<file path="src/rtl/core/pbd_pkg.sv">
`default_nettype none

package pbd_pkg;

	// Field widths fixed by the pixel and result formats.
	localparam int unsigned RGB_W   = 24;
	localparam int unsigned INDEX_W = 8;
	localparam int unsigned COUNT_W = 9;

	// One pixel request.
	typedef struct packed {
		logic [RGB_W-1:0] pixel_rgb;
		logic             last_pixel;
	} pixel_t;

	// One result request.
	typedef struct packed {
		logic [INDEX_W-1:0] palette_index;
		logic               new_color;
		logic               overflow;
		logic [COUNT_W-1:0] color_count;
		logic               end_of_image;
	} result_t;

	// Token handed from cell to cell along the chain. Index and count carry
	// only the bits that reach the result.
	typedef struct packed {
		logic               valid;
		logic [RGB_W-1:0]   rgb;
		logic               last;
		logic               found;
		logic               is_new;
		logic [INDEX_W-1:0] index;
		logic [COUNT_W-1:0] count;
	} token_t;

endpackage

`default_nettype wire

</file>
<file path="src/rtl/core/pbd_cell.sv">
`default_nettype none

module pbd_cell #(
	parameter int unsigned CELL_INDEX = 0
) (
	input  wire logic            clk,
	input  wire logic            arst_n,
	input  wire logic            advance,
	input  wire pbd_pkg::token_t tok_in,
	output pbd_pkg::token_t      tok_out
);

	import pbd_pkg::*;

	localparam logic [INDEX_W-1:0] MY_INDEX = INDEX_W'(CELL_INDEX);
	localparam logic [COUNT_W-1:0] MY_COUNT = COUNT_W'(CELL_INDEX + 1);

	logic [RGB_W-1:0] color_q;
	logic             occupied_q;
	token_t           tok_q;
	token_t           tok_next;
	logic             hit;
	logic             ins;

	// Compare against the held colour, or claim this cell if it is empty.
	assign hit = tok_in.valid && !tok_in.found && occupied_q && (color_q == tok_in.rgb);
	assign ins = tok_in.valid && !tok_in.found && !occupied_q;

	always_comb begin
		tok_next = tok_in;
		if (hit || ins) begin
			tok_next.found = 1'b1;
			tok_next.index = MY_INDEX;
		end
		if (ins) begin
			tok_next.is_new = 1'b1;
		end
		// Occupied cells form a prefix, so the last one seen gives the count.
		if (occupied_q || ins) begin
			tok_next.count = MY_COUNT;
		end
	end

	// Occupancy and the token handed on: occupancy is set on insertion and
	// dropped as the last pixel of an image passes.
	always_ff @(posedge clk or negedge arst_n) begin
		if (!arst_n) begin
			occupied_q <= 1'b0;
			tok_q      <= '0;
		end else if (advance) begin
			tok_q <= tok_next;
			if (tok_in.valid && tok_in.last) begin
				occupied_q <= 1'b0;
			end else if (ins) begin
				occupied_q <= 1'b1;
			end
		end
	end

	// Colour held by this cell.
	always_ff @(posedge clk) begin
		if (advance && ins) begin
			color_q <= tok_in.rgb;
		end
	end

	assign tok_out = tok_q;

endmodule

`default_nettype wire

</file>
<file path="config.mk">
export PLATFORM = sky130hd
export DESIGN_NAME = pbd_cell
export DESIGN_NICKNAME = d
export VERILOG_FILES = /design/src/rtl/core/pbd_pkg.sv /design/src/rtl/core/pbd_cell.sv
export SDC_FILE = /design/constraint.sdc
export NUM_CORES = 1
export LEC_CHECK = 0
export ABC_AREA = 0
export BUFFER_PORTS_ARGS = -buffer_cell sky130_fd_sc_hd__buf_4
export CORE_AREA = 2 2 79 81
export DETAILED_ROUTE_END_ITERATION = 10
export DIE_AREA = 0 0 81 83
export PLACE_DENSITY_LB_ADDON = 0.3
export RECOVER_POWER = 50
export SLEW_MARGIN = 20
export SYNTH_ARGS = -nofsm -noshare
export SYNTH_HDL_FRONTEND = slang
export SYNTH_SLANG_ARGS = --single-unit
export TNS_END_PERCENT = 20
</file>
<file path="constraint.sdc">
create_clock -name clk -period 2.37 [get_ports clk]
set_input_delay 0.1185 -clock clk [delete_from_list [all_inputs] [get_ports clk]]
set_output_delay 0.1185 -clock clk [all_outputs]
set_load 0.02 [all_outputs]
</file>
==> flow_summary.ini <==
[status]
status = finished, final reports clean

[grt]
track_usage_pct = 19.5
antenna_found_initial = 0
first_global_vias = 2094
grt_max_degree = 50
grt_pass1_wl_um = 9880
grt-ovfl-total = 0

[clock_network]
path_clk_slew_ns = 0.07
post_cts_buffers = 0
cts_sinks = 70
cts_hold_buf = 36
cts_tree = done
ctsResizeCount = 0
clk_latency_ns = 0.34
numCtsBuffers = 9
cts_buffer_depth = 2
cts_root_buffer = clkbuf_8
htreeDepth = 3

[power]
p_total_w = 0.00309
ir_drop_v = 0.000495
p_leak_nw = 1.71
pwr_density_cell_nw_per_um2 = 751

[setup_path]
path_class = input port to register
critPathMaxFanout = 9
critical-path-top-delay-family = simple AND/OR/NAND/NOR gates
cp.arrival_ns = 1.86
cpPeakStageDelay_ns = 0.55
cp.required_ns = 2.56
critPathBufInv = 2
critPathSlowestCell = nor4_4
path_cells = dlygate4sd3_1, clkbuf_1, xnor2_1, nand4_1, nor4_4, a31oi_1
startpoint_type = input port
critPathCaptureType = register

[floorplan]
fp.dieH_um = 83
start_util_pct = 48.7
fp.coreArea_um2 = 5820
fp.dieW_um = 81
pin_count = 93
dieArea_um2 = 6720
fp-row-count = 28

[sta]
tns_ns = 0
finalHoldViolations = 0
maxSlewViolCount = 0
max_freq_ghz = 0.597
grt_setup_unrepaired = false
hold_slack_ns = 0.0337
max_slew_margin_pct = 23.8
finClkSkew_ns = 0.00758
setup_viol = 0
min_period_ns = 1.67
post-route-period-util_pct = 70.6
tightest_slew_ns = 1.14

[layout]
nNetsFinal = 390
design_area_um2 = 4110
n_antenna_cell = 0
area_growth_pct = 45.2
drive_above_1_share_pct = 32.3
layoutNonFillerInstCount = 422

[routing]
antenna_left = 0
wl_um = 6210
drcViolationCount = 0
wire_per_inst_um = 14.7
drtIter0Drc = 113
first_pass_iters = 4
detail_route.vias_per_cell = 4.87
vias = 2054

[synthesis]
synth_enable_flop_cells = 24
ys.flop_type = dfrtp_1
async_reset_ff_share_pct = 65.7
syn_avg_cell_area_um2 = 13.6
synthCells = 208
synth.distinct_cells = 21
yosysWarnings = 0
ys_seq_elements = 70
synth_nets = 256
synth_seq_area_share_pct = 66.1
syn_area_um2 = 2830

[place]
dp.cells = 370
post-dp-hpwl_um = 3890
io_buffers = 92
place_area_um2 = 3600
place.gp.congestion = 0.689

[hold_path]
min_path_type = input port to register

[run]
cap_violations = 0
-- stage by stage --
step	utilization, %	setup WS (ns)
2_1_floorplan	-	0.400
3_3_place_gp	61.9	0.852
3_5_place_dp	61.9	0.740
4_1_cts	72.3	0.683
5_1_grt	70.7	0.488
6_report	70.7	0.696
-- flip-flops by register name (all words and copies together), names as in the netlist --
register / count
tok_out: 45
color_q: 24
occupied_q: 1
-- worst paths after layout --
path	startpoint	endpoint	slack [ns]	cells after the start
setup / recovery	tok_in[35]	tok_out[11]$_DFFE_PN0P_	0.70	6
hold / removal	tok_in[0]	tok_out[0]$_DFFE_PN0P_	0.03	2
setup reg to reg	color_q[23]$_DFFE_PP_	tok_out[11]$_DFFE_PN0P_	0.77	4
hold reg to reg	tok_out[40]$_DFFE_PN0P_	tok_out[40]$_DFFE_PN0P_	0.51	1
max in group asynchronous	arst_n	tok_out[28]$_DFFE_PN0P_	1.14	2
min in group asynchronous	arst_n	tok_out[42]$_DFFE_PN0P_	0.53	2
-- synthesized netlist by cell type (all sizes together), types with 2 or more instances --
master,instances,area [um^2]
a31oi,10,62.6
nor2,14,52.6
nand2,9,33.8
a21oi,10,50.1
xnor2,24,210
dfrtp,46,1150
mux2,26,293
edfxtp,24,721
nand2b,2,12.5
inv,10,37.5
o21ai,8,40.0
buf,4,18.8
nand4,5,31.3
nor2b,9,56.3
clkbuf,2,7.51
-- cell families after synthesis --
| logic type | after synthesis | share of synthesized area [%] |
|---|---|---|
| flip-flops | 70 | 66.1 |
| AND/OR/NAND/NOR | 41 | 7.51 |
| AO/OA/AOI/OAI | 31 | 6.32 |
| multiplexers | 26 | 10.3 |
| XOR/XNOR | 24 | 7.43 |
| buffers and inverters | 16 | 2.25 |
-- metal layers --
| layer | GRT usage [%] | part of all wire [%] |
|---|---|---|
| met1 | 24.6 | 43 |
| met2 | 31.6 | 49 |
| met3 | 4.24 | 6.3 |
| met4 | 9.09 | 1.7 |
| met5 | 0 | 0 |
-- power by group --
part | switching, W | total [W] | leakage, nW | internal (W)
combinational | 0.000267 | 0.000528 | 0.824 | 0.000262
clock | 0.000441 | 0.00116 | 0.116 | 0.000724
sequential | 0.0000475 | 0.00139 | 0.769 | 0.00135
-- cells in the final DEF, fill, tap and decap left out, types with 8 or more instances in the layout --
master	instances
edfxtp_1	24
dlygate4sd3_1	36
mux2_2	26
nor2b_1	9
clkbuf_1	24
o21ai_0	8
buf_4	67
clkbuf_8	10
a31oi_1	10
inv_1	10
nand2_1	9
nor2_1	13
xnor2_1	24
dfrtp_1	46
a21oi_1	10
-- cell type report --
| class | count | area [um^2] |
|---|---|---|
| clock inverter | 6 | 109 |
| clock buffer | 10 | 138 |
| inverter | 10 | 37.5 |
| sequential | 70 | 1870 |
| fill | 439 | 1710 |
| timing repair buffer | 129 | 963 |
| tap | 75 | 93.8 |
| multi-input combinational | 122 | 897 |
(Power assumes the default switching activity.)
